--- src/rtl/ehtp_pkg.sv ---
package ehtp_pkg;

   // Header sizes in bytes.
   localparam logic [15:0] ETH_HDR  = 16'd14;
   localparam logic [15:0] IPV4_HDR = 16'd20;
   localparam logic [15:0] IPV6_HDR = 16'd40;
   localparam logic [15:0] TCP_HDR  = 16'd20;
   localparam logic [3:0]  H2_HDR   = 4'd9;

   // Address offsets inside the IP header.
   localparam logic [15:0] IPV4_SRC_OFF = 16'd12;
   localparam logic [15:0] IPV4_DST_OFF = 16'd16;
   localparam logic [15:0] IPV6_SRC_OFF = 16'd8;
   localparam logic [15:0] IPV6_DST_OFF = 16'd24;
   localparam logic [15:0] IPV4_ADDR_LEN = 16'd4;
   localparam logic [15:0] IPV6_ADDR_LEN = 16'd16;

   // Byte positions of the EtherType and of fields inside the TCP header.
   localparam logic [15:0] ETYPE_HI_POS   = 16'd12;
   localparam logic [15:0] ETYPE_LO_POS   = 16'd13;
   localparam logic [15:0] TCP_SPORT_HI   = 16'd0;
   localparam logic [15:0] TCP_SPORT_LO   = 16'd1;
   localparam logic [15:0] TCP_DPORT_HI   = 16'd2;
   localparam logic [15:0] TCP_DPORT_LO   = 16'd3;
   localparam logic [15:0] TCP_DOFF_POS   = 16'd12;
   localparam logic [3:0]  TCP_DOFF_MIN   = 4'd5;

   localparam logic [15:0] ETYPE_IPV4   = 16'h0800;
   localparam logic [15:0] ETYPE_IPV6   = 16'h86DD;
   localparam logic [7:0]  H2_TYPE_DATA = 8'h00;

   // Register map: word index of each configuration register.
   localparam logic CSR_NUMBERING_OFFSET = 1'b0;

   typedef enum logic [1:0] {
      IP_NONE = 2'd0,
      IP_V4   = 2'd1,
      IP_V6   = 2'd2
   } ip_kind_type;

   localparam logic [2:0] ST_OK        = 3'd0;
   localparam logic [2:0] ST_SHORT     = 3'd1;
   localparam logic [2:0] ST_NOT_IP    = 3'd2;
   localparam logic [2:0] ST_NO_IP_HDR = 3'd3;
   localparam logic [2:0] ST_NO_TCP    = 3'd4;

   localparam logic REC_DATA   = 1'b0;
   localparam logic REC_STATUS = 1'b1;

   typedef struct packed {
      logic [31:0] frame_number;
      logic [63:0] src_addr_high;
      logic [63:0] src_addr_low;
      logic [63:0] dst_addr_high;
      logic [63:0] dst_addr_low;
      logic [15:0] src_port;
      logic [15:0] dst_port;
      logic [30:0] stream_id;
      logic [23:0] data_length;
      logic        record_kind;
      logic [2:0]  status;
      logic        frame_end;
   } rec_type;

endpackage

--- src/rtl/eth_ip_tcp_http2_header_parser_top.sv ---
// Path: an accepted byte is held in the input register, parsed there unless the result queue
// stalls it, and its results are written into the queue that offers them on the rsp channel.
// Throughput: one byte per cycle, also for a byte that makes two results; the four-entry
// result queue stalls req only while it holds more than two results.
// Reset: synchronous, active high; clears the frame and byte counters, the parse state,
// the queue pointers and the numbering offset. There is no clearing pass.
module eth_ip_tcp_http2_header_parser_top
   import ehtp_pkg::*;
#(
   parameter int MAX_FRAME_BYTES = 65535
) (
   input  logic        clock,
   input  logic        reset,

   input  logic        req_valid,
   output logic        req_ready,
   input  logic [7:0]  req_data_byte,
   input  logic        req_last_byte,

   output logic        rsp_valid,
   input  logic        rsp_ready,
   output logic [31:0] rsp_frame_number,
   output logic [63:0] rsp_src_addr_high,
   output logic [63:0] rsp_src_addr_low,
   output logic [63:0] rsp_dst_addr_high,
   output logic [63:0] rsp_dst_addr_low,
   output logic [15:0] rsp_src_port,
   output logic [15:0] rsp_dst_port,
   output logic [30:0] rsp_stream_id,
   output logic [23:0] rsp_data_length,
   output logic        rsp_record_kind,
   output logic [2:0]  rsp_status,
   output logic        rsp_frame_end,

   input  logic        psel,
   input  logic        penable,
   input  logic        pwrite,
   input  logic [2:0]  paddr,
   input  logic [31:0] pwdata,
   output logic [31:0] prdata,
   output logic        pready
);

   localparam int IDX_W = $clog2(MAX_FRAME_BYTES + 1);
   localparam logic [15:0] MAX_BYTES = 16'(MAX_FRAME_BYTES);

   // Input register.
   logic              in_valid_ff, in_valid_in;
   logic [7:0]        in_byte_ff;
   logic              in_last_ff;

   // Frame parse state.
   logic [IDX_W-1:0]  idx_ff, idx_in;
   logic [7:0]        etype_hi_ff, etype_hi_in;
   ip_kind_type       kind_ff, kind_in;
   logic [63:0]       src_hi_ff, src_hi_in, src_lo_ff, src_lo_in;
   logic [63:0]       dst_hi_ff, dst_hi_in, dst_lo_ff, dst_lo_in;
   logic [15:0]       sport_ff, sport_in, dport_ff, dport_in;
   logic [7:0]        pstart_ff, pstart_in;
   logic [7:0]        hdr_ff [8];
   logic [3:0]        fill_ff, fill_in;
   logic [23:0]       skip_ff, skip_in;
   logic [31:0]       frames_ff, frames_in;
   logic [30:0]       offset_ff;

   // Result queue.
   rec_type           fifo_ff [4];
   logic [1:0]        wr_ptr_ff, wr_ptr_in, rd_ptr_ff, rd_ptr_in;
   logic [2:0]        count_ff, count_in;

   logic              proc, pop, in_range, is_v4, hdr_shift, has_data;
   logic [15:0]       p16, flen, t16, d16, iph;
   logic [15:0]       s_base, d_base, a_len, s_off, d_off;
   logic [7:0]        t8;
   logic [3:0]        doff;
   logic [2:0]        stat;
   logic [23:0]       h2_len;
   logic [30:0]       h2_sid;
   rec_type           data_rec, stat_rec;
   logic [1:0]        n_push;

   assign proc      = in_valid_ff && (count_ff <= 3'd2);
   assign req_ready = !in_valid_ff || proc;
   assign pop       = rsp_valid && rsp_ready;
   assign in_valid_in = req_ready ? req_valid : in_valid_ff;

   assign p16      = 16'(idx_ff);
   assign in_range = p16 < MAX_BYTES;

   always_comb begin
      idx_in      = idx_ff;
      etype_hi_in = etype_hi_ff;
      kind_in     = kind_ff;
      src_hi_in   = src_hi_ff;
      src_lo_in   = src_lo_ff;
      dst_hi_in   = dst_hi_ff;
      dst_lo_in   = dst_lo_ff;
      sport_in    = sport_ff;
      dport_in    = dport_ff;
      pstart_in   = pstart_ff;
      fill_in     = fill_ff;
      skip_in     = skip_ff;
      frames_in   = frames_ff;
      hdr_shift   = 1'b0;
      has_data    = 1'b0;
      is_v4       = 1'b0;
      t16         = '0;
      t8          = '0;
      d16         = '0;
      s_base      = '0;
      d_base      = '0;
      a_len       = '0;
      s_off       = '0;
      d_off       = '0;
      doff        = TCP_DOFF_MIN;
      h2_len      = {hdr_ff[0], hdr_ff[1], hdr_ff[2]};
      h2_sid      = {hdr_ff[5][6:0], hdr_ff[6], hdr_ff[7], in_byte_ff};

      if (proc && in_range) begin
         if (p16 == 16'd0) begin
            frames_in   = frames_ff + 32'd1;
            etype_hi_in = '0;
            kind_in     = IP_NONE;
            src_hi_in   = '0;
            src_lo_in   = '0;
            dst_hi_in   = '0;
            dst_lo_in   = '0;
            sport_in    = '0;
            dport_in    = '0;
            pstart_in   = '0;
            fill_in     = '0;
            skip_in     = '0;
         end
         if (p16 == ETYPE_HI_POS) begin
            etype_hi_in = in_byte_ff;
         end
         if (p16 == ETYPE_LO_POS) begin
            case ({etype_hi_ff, in_byte_ff})
               ETYPE_IPV4: kind_in = IP_V4;
               ETYPE_IPV6: kind_in = IP_V6;
               default:    kind_in = IP_NONE;
            endcase
         end

         if (kind_in != IP_NONE) begin
            is_v4  = (kind_in == IP_V4);
            s_base = ETH_HDR + (is_v4 ? IPV4_SRC_OFF : IPV6_SRC_OFF);
            d_base = ETH_HDR + (is_v4 ? IPV4_DST_OFF : IPV6_DST_OFF);
            a_len  = is_v4 ? IPV4_ADDR_LEN : IPV6_ADDR_LEN;
            s_off  = p16 - s_base;
            d_off  = p16 - d_base;
            // Address bytes land big-endian: byte k of a word sits at bits 63-8k.
            if (p16 >= s_base && s_off < a_len) begin
               if (!s_off[3]) src_hi_in[{~s_off[2:0], 3'b000} +: 8] = in_byte_ff;
               else           src_lo_in[{~s_off[2:0], 3'b000} +: 8] = in_byte_ff;
            end
            if (p16 >= d_base && d_off < a_len) begin
               if (!d_off[3]) dst_hi_in[{~d_off[2:0], 3'b000} +: 8] = in_byte_ff;
               else           dst_lo_in[{~d_off[2:0], 3'b000} +: 8] = in_byte_ff;
            end

            t16 = ETH_HDR + (is_v4 ? IPV4_HDR : IPV6_HDR);
            t8  = t16[7:0];
            d16 = p16 - t16;
            if (p16 >= t16 && d16 == TCP_SPORT_HI) sport_in[15:8] = in_byte_ff;
            if (p16 >= t16 && d16 == TCP_SPORT_LO) sport_in[7:0]  = in_byte_ff;
            if (p16 >= t16 && d16 == TCP_DPORT_HI) dport_in[15:8] = in_byte_ff;
            if (p16 >= t16 && d16 == TCP_DPORT_LO) dport_in[7:0]  = in_byte_ff;

            if (p16 >= t16 && d16 == TCP_DOFF_POS) begin
               doff      = (in_byte_ff[7:4] < TCP_DOFF_MIN) ? TCP_DOFF_MIN : in_byte_ff[7:4];
               pstart_in = t8 + {2'b00, doff, 2'b00};
            end else if (pstart_ff != 8'd0 && p16 >= 16'(pstart_ff)) begin
               if (skip_ff != 24'd0) begin
                  skip_in = skip_ff - 24'd1;
               end else begin
                  hdr_shift = 1'b1;
                  if (fill_ff == H2_HDR - 4'd1) begin
                     // Ninth header byte: the frame header is complete.
                     has_data = (hdr_ff[3] == H2_TYPE_DATA);
                     skip_in  = h2_len;
                     fill_in  = '0;
                  end else begin
                     fill_in = fill_ff + 4'd1;
                  end
               end
            end
         end
      end

      if (proc) begin
         if (in_last_ff)    idx_in = '0;
         else if (in_range) idx_in = idx_ff + IDX_W'(1);
      end
   end

   // End-of-frame status.
   always_comb begin
      flen = in_range ? p16 + 16'd1 : MAX_BYTES;
      iph  = (kind_in == IP_V4) ? IPV4_HDR : IPV6_HDR;
      if (flen < ETH_HDR)                          stat = ST_SHORT;
      else if (kind_in == IP_NONE)                 stat = ST_NOT_IP;
      else if (flen < ETH_HDR + iph)               stat = ST_NO_IP_HDR;
      else if (flen < ETH_HDR + iph + TCP_HDR)     stat = ST_NO_TCP;
      else                                         stat = ST_OK;
   end

   always_comb begin
      data_rec.frame_number  = frames_in + {1'b0, offset_ff};
      data_rec.src_addr_high = src_hi_in;
      data_rec.src_addr_low  = src_lo_in;
      data_rec.dst_addr_high = dst_hi_in;
      data_rec.dst_addr_low  = dst_lo_in;
      data_rec.src_port      = sport_in;
      data_rec.dst_port      = dport_in;
      data_rec.stream_id     = h2_sid;
      data_rec.data_length   = h2_len;
      data_rec.record_kind   = REC_DATA;
      data_rec.status        = ST_OK;
      data_rec.frame_end     = 1'b0;

      stat_rec.frame_number  = data_rec.frame_number;
      stat_rec.src_addr_high = (stat == ST_OK) ? src_hi_in : '0;
      stat_rec.src_addr_low  = (stat == ST_OK) ? src_lo_in : '0;
      stat_rec.dst_addr_high = (stat == ST_OK) ? dst_hi_in : '0;
      stat_rec.dst_addr_low  = (stat == ST_OK) ? dst_lo_in : '0;
      stat_rec.src_port      = (stat == ST_OK) ? sport_in : '0;
      stat_rec.dst_port      = (stat == ST_OK) ? dport_in : '0;
      stat_rec.stream_id     = '0;
      stat_rec.data_length   = '0;
      stat_rec.record_kind   = REC_STATUS;
      stat_rec.status        = stat;
      stat_rec.frame_end     = 1'b1;
   end

   always_comb begin
      n_push    = proc ? ({1'b0, has_data} + {1'b0, in_last_ff}) : 2'd0;
      wr_ptr_in = wr_ptr_ff + n_push;
      rd_ptr_in = rd_ptr_ff + {1'b0, pop};
      count_in  = count_ff + {1'b0, n_push} - {2'b00, pop};
   end

   always_ff @(posedge clock) begin
      if (reset) begin
         in_valid_ff <= 1'b0;
         idx_ff      <= '0;
         etype_hi_ff <= '0;
         kind_ff     <= IP_NONE;
         src_hi_ff   <= '0;
         src_lo_ff   <= '0;
         dst_hi_ff   <= '0;
         dst_lo_ff   <= '0;
         sport_ff    <= '0;
         dport_ff    <= '0;
         pstart_ff   <= '0;
         fill_ff     <= '0;
         skip_ff     <= '0;
         frames_ff   <= '0;
         wr_ptr_ff   <= '0;
         rd_ptr_ff   <= '0;
         count_ff    <= '0;
         offset_ff   <= '0;
      end else begin
         in_valid_ff <= in_valid_in;
         idx_ff      <= idx_in;
         etype_hi_ff <= etype_hi_in;
         kind_ff     <= kind_in;
         src_hi_ff   <= src_hi_in;
         src_lo_ff   <= src_lo_in;
         dst_hi_ff   <= dst_hi_in;
         dst_lo_ff   <= dst_lo_in;
         sport_ff    <= sport_in;
         dport_ff    <= dport_in;
         pstart_ff   <= pstart_in;
         fill_ff     <= fill_in;
         skip_ff     <= skip_in;
         frames_ff   <= frames_in;
         wr_ptr_ff   <= wr_ptr_in;
         rd_ptr_ff   <= rd_ptr_in;
         count_ff    <= count_in;
         if (psel && penable && pwrite && paddr[2] == CSR_NUMBERING_OFFSET) begin
            offset_ff <= pwdata[30:0];
         end
      end
   end

   // Payload registers carry no reset.
   always_ff @(posedge clock) begin
      if (req_ready) begin
         in_byte_ff <= req_data_byte;
         in_last_ff <= req_last_byte;
      end
      if (hdr_shift) begin
         for (int i = 0; i < 7; i++) begin
            hdr_ff[i] <= hdr_ff[i+1];
         end
         hdr_ff[7] <= in_byte_ff;
      end
      if (proc) begin
         if (has_data) begin
            fifo_ff[wr_ptr_ff] <= data_rec;
            if (in_last_ff) fifo_ff[wr_ptr_ff + 2'd1] <= stat_rec;
         end else if (in_last_ff) begin
            fifo_ff[wr_ptr_ff] <= stat_rec;
         end
      end
   end

   assign rsp_valid         = (count_ff != 3'd0);
   assign rsp_frame_number  = fifo_ff[rd_ptr_ff].frame_number;
   assign rsp_src_addr_high = fifo_ff[rd_ptr_ff].src_addr_high;
   assign rsp_src_addr_low  = fifo_ff[rd_ptr_ff].src_addr_low;
   assign rsp_dst_addr_high = fifo_ff[rd_ptr_ff].dst_addr_high;
   assign rsp_dst_addr_low  = fifo_ff[rd_ptr_ff].dst_addr_low;
   assign rsp_src_port      = fifo_ff[rd_ptr_ff].src_port;
   assign rsp_dst_port      = fifo_ff[rd_ptr_ff].dst_port;
   assign rsp_stream_id     = fifo_ff[rd_ptr_ff].stream_id;
   assign rsp_data_length   = fifo_ff[rd_ptr_ff].data_length;
   assign rsp_record_kind   = fifo_ff[rd_ptr_ff].record_kind;
   assign rsp_status        = fifo_ff[rd_ptr_ff].status;
   assign rsp_frame_end     = fifo_ff[rd_ptr_ff].frame_end;

   assign pready = 1'b1;
   assign prdata = (paddr[2] == CSR_NUMBERING_OFFSET) ? {1'b0, offset_ff} : 32'd0;

endmodule

--- config.mk ---
export PLATFORM = sky130hd
export DESIGN_NAME = eth_ip_tcp_http2_header_parser_top
export DESIGN_NICKNAME = d
export VERILOG_FILES = /design/src/rtl/ehtp_pkg.sv /design/src/rtl/eth_ip_tcp_http2_header_parser_top.sv
export SDC_FILE = /design/constraint.sdc
export NUM_CORES = 2
export LEC_CHECK = 0
export ABC_CLOCK_PERIOD_IN_PS = 15200
export BUFFER_PORTS_ARGS = -buffer_cell sky130_fd_sc_hd__buf_2
export CAP_MARGIN = 5
export CORE_AREA = 4 4 473 475
export CTS_BUF_LIST = sky130_fd_sc_hd__clkbuf_4 sky130_fd_sc_hd__clkbuf_8
export CTS_CLUSTER_DIAMETER = 120
export DETAILED_ROUTE_END_ITERATION = 16
export DIE_AREA = 0 0 477 479
export PLACE_DENSITY = 0.65
export SYNTH_ARGS = -nofsm -noshare
export SYNTH_HDL_FRONTEND = slang
export SYNTH_SLANG_ARGS = --single-unit
--- constraint.sdc ---
create_clock -name clock -period 15.2 [get_ports clock]
set_clock_uncertainty 0.1 [all_clocks]
set_input_delay 0 -clock clock [delete_from_list [all_inputs] [get_ports clock]]
set_output_delay 0 -clock clock [all_outputs]
set_load 0.03 [all_outputs]
==> summary.md <==
| Metric | Value |
|---|---|
| CTS tree | `yes` |
| Starting Density | `0.388` |
| Worst setup path class | `reg -> reg` |
| Slew Viols, Final | `0` |
| Hold_ws | `151 ps` |
| Vias in the first global route | `59,300` |
| R2R Setup Slk | `4650 ps` |
| Endpoints failing setup | `0` |
| Dpl hpwl | `153,000 um` |
| Relative slew slack | `0.0850` |
| Total gr overflow | `0` |
| First-pass GRT wire length | `382,000 um` |
| Postcts setup bufs | `0` |
| FFs w/ async S/R, synth | `0` |
| Share of the yosys chip area belonging to registers | `0.633` |
| RSZ-0062 raised after global routing | `no` |
| Most used DFF post-synth | `edfxtp_1` |
| Routed WL | `257,000 um` |
| Routed WL per cell | `24.0 um` |
| GP Congestion | `0.845` |
| CTS Root Cell | `clkbuf_8` |
| Clock buffer depth | `4` |
| Outcome | `finished clean` |
| Die Ht | `479 um` |
| Die Width | `477 um` |
| Synth Instances | `6,998` |
| Cell row count | `172` |
| Max VDD drop | `0.161 mV` |
| Worst setup EP type | `flip-flop` |
| Share of layout cells above drive strength 1 | `0.207` |
| Commonest cells post-synth | `nor2_1, edfxtp_1, dfxtp_1, nand2_1, mux4_2` |
| Die area | `228,000 um2` |
| Max-cap viol count | `0` |
| Reg clk slew, reported paths | `60 ps` |
| Number of routed nets with antenna violations | `0` |
| Post-Synthesis Net Count | `7,129` |
| Initial antenna violation count | `13` |
| CP Launch Type | `flip-flop` |
| Cts repair resizes | `0` |
| Distinct cells, synth | `92` |
| Routed vias | `59,900` |
| Mapped Avg Cell Area | `12.2 um2` |
| Final Cycle Share | `0.694` |
| Arrival @ worst endpoint | `11,130 ps` |
| Final Hold Viols | `0` |
| Largest net degree at the start of global routing | `142` |
| Worst EP required | `15,770 ps` |
| Leak | `0.0335 uW` |
| GR Util All Layers | `0.219` |
| Worst path slowest cell | `dfxtp_1` |
| Cell family with most CP delay | `simple AND/OR/NAND/NOR gates` |
| Area of the mapped netlist | `85,100 um2` |
| Post-cts hold buffer count | `154` |
| Cell area power density | `151 nW/um2` |
| Final routed DRC violation total | `0` |
| Reg2Reg Depth | `28` |
| Worst reg2reg startpoint | `idx_ff[0]$_SDFFE_PP0P_` |
| Largest cells by area after synthesis | `edfxtp_1, dfxtp_1, mux4_2` |
| EDFF count, synth | `1,365` |
| Max incr delay on CP | `860 ps` |
| TritonRoute pass-1 iters | `8` |
| Synth Register Bits | `2,010` |
| PortBufs | `460` |
| DP Worst Slack | `4830 ps` |
| FF-to-FF End | `fifo_ff[2][94]$_DFFE_PP_` |
| HP Class | `in -> reg` |
| WP depth | `28` |
| Final worst slack | `4650 ps` |
| Leading area contributor after synthesis | `edfxtp_1` |
| H-tree depth | `5` |
| Worst Setup EP | `fifo_ff[2][94]$_DFFE_PP_` |
| CTS buffer count | `352` |
| IO Count | `466` |
| Syn-to-layout area delta | `16.2%` |
| Post-route setup TNS | `0 ps` |
| Max Freq | `94.8 MHz` |
| Worst Max-Slew Pin Slew | `1360 ps` |
| Nets@finish | `7,705` |
| Drt via density | `5.59` |
| Final min period | `10,550 ps` |
| DRT iter0 DRCs | `6,295` |
| Most used cell, CP | `ha_1` |
| Synth warn | `0` |
| Max FO, Critical Path | `134` |
| CTS sink cnt | `2,010` |
| Most common cell in the synthesized netlist | `nor2_1` |
| CP Buf/Inv Count | `7` |
| Clock Latency Late Sink | `1030 ps` |
| CP startpoint | `idx_ff[0]$_SDFFE_PP0P_` |
| Yosys top cell area share | `0.482` |
| Core region area | `219,000 um2` |
[worst min path at each step]
stage	startpoint	to	slack [ps]	depth (start not counted)
finish	req_data_byte[4]	in_byte_ff[4]$_DFFE_PP_	150	3
global route	req_data_byte[4]	in_byte_ff[4]$_DFFE_PP_	80	3
CTS	req_data_byte[4]	in_byte_ff[4]$_DFFE_PP_	1	3
detailed placement	req_data_byte[2]	in_byte_ff[2]$_DFFE_PP_	80	1
global placement	req_data_byte[3]	in_byte_ff[3]$_DFFE_PP_	80	1
floorplan	req_data_byte[0]	in_byte_ff[0]$_DFFE_PP_	-1	0
[metal layers]
layer | GRT usage | share of wire | up-vias | routed length [um]
met1 | 0.298 | 0.41 | 30100 | 105000
met3 | 0.0515 | 0.096 | 459 | 24600
li1 | - | - | 26500 | -
met4 | 0.0791 | 0.033 | 2 | 8500
met2 | 0.345 | 0.47 | 2827 | 120000
met5 | 0 | 0.000051 | - | 13
[registers in the layout, summed over array words and instances (netlist names)]
signal / flops
count_ff: 3
dport_ff: 16
dst_hi_ff: 64
dst_lo_ff: 64
etype_hi_ff: 8
fifo_ff: 1516
fill_ff: 4
frames_ff: 32
hdr_ff: 64
idx_ff: 16
in_byte_ff: 8
in_last_ff: 1
in_valid_ff: 1
kind_ff: 2
offset_ff: 31
pstart_ff: 8
rd_ptr_ff: 2
skip_ff: 24
sport_ff: 16
src_hi_ff: 64
src_lo_ff: 64
wr_ptr_ff: 2
[cell usage in the layout (no fill, tap or decap), types with 11 or more instances in the layout]
| cell type | synthesis | routed |
|---|---|---|
| xnor2_1 | 50 | 50 |
| nand4_1 | 19 | 19 |
| nand3_1 | 276 | 276 |
| edfxtp_1 | 1365 | 1365 |
| ha_1 | 77 | 77 |
| a22oi_1 | 164 | 164 |
| o21ai_0 | 124 | 124 |
| a32oi_1 | 22 | 22 |
| o21ai_1 | 21 | 21 |
| clkinv_2 | 0 | 17 |
| a21oi_1 | 328 | 326 |
| nor2b_1 | 77 | 75 |
| and2_1 | 42 | 42 |
| dlygate4sd3_1 | 0 | 153 |
| mux4_2 | 379 | 379 |
| nor3_1 | 78 | 76 |
| buf_2 | 112 | 459 |
| a21o_1 | 18 | 18 |
| clkinv_1 | 4 | 36 |
| nand2_1 | 433 | 428 |
| xor2_1 | 30 | 30 |
| dfxtp_1 | 645 | 643 |
| clkbuf_4 | 0 | 157 |
| a31oi_1 | 44 | 44 |
| clkbuf_8 | 0 | 400 |
| nand2b_1 | 82 | 81 |
| and3_1 | 25 | 24 |
| buf_4 | 6 | 92 |
| or3_1 | 18 | 18 |
| nor4_1 | 50 | 50 |
| or4_1 | 12 | 12 |
| buf_12 | 0 | 11 |
| mux2i_1 | 36 | 36 |
| inv_1 | 63 | 59 |
| nor2_1 | 1826 | 1821 |
[where the power goes]
group	switching (uW)	internal, uW	total (uW)
Combinational	2350	1150	3500
Clock	2200	2910	5110
Sequential	160	6120	6280
[layout make-up]
cell class                      instances  area (um2)
Tap cell                             2871        3590
Fill cell                           19600      120000
Inverter                               69         289
Multi-Input combinational cell       4424       29100
Clock inverter                         69         546
Clock buffer                          557        6680
Timing Repair Buffer                  717        4780
Antenna cell                            6        15.0
Sequential cell                      2010       53900
[worst reg2reg max path: cells and delay by family, from the launching register on]
kind / cells / cell delay [ps]
AO/OA/AOI/OAI: 5 / 2320
adder cells (fa/ha/maj): 3 / 980
buffers and inverters: 7 / 2250
flip-flops: 1 / 860
AND/OR/NAND/NOR: 13 / 3720
[logic make-up after synthesis]
logic type               synth area share
XOR/XNOR                          0.00823
flip-flops                          0.633
buffers and inverters              0.0269
multiplexers                        0.107
AO/OA/AOI/OAI                      0.0608
other                           0.0000883
AND/OR/NAND/NOR                     0.151
adder cells (fa/ha/maj)            0.0120
[through the flow]
stage | power (uW) | util | cell area (um2) | cells
after floorplan | 8730 | - | 85100 | 6998
after global placement | 9860 | 0.411 | 90100 | 9937
after CTS | 15000 | 0.451 | 98900 | 10700
after detailed placement | 9900 | 0.411 | 90100 | 9937
final | 14900 | 0.451 | 98900 | 10700
after global routing | 15500 | 0.451 | 98900 | 10700
(Power assumes the default switching activity.)
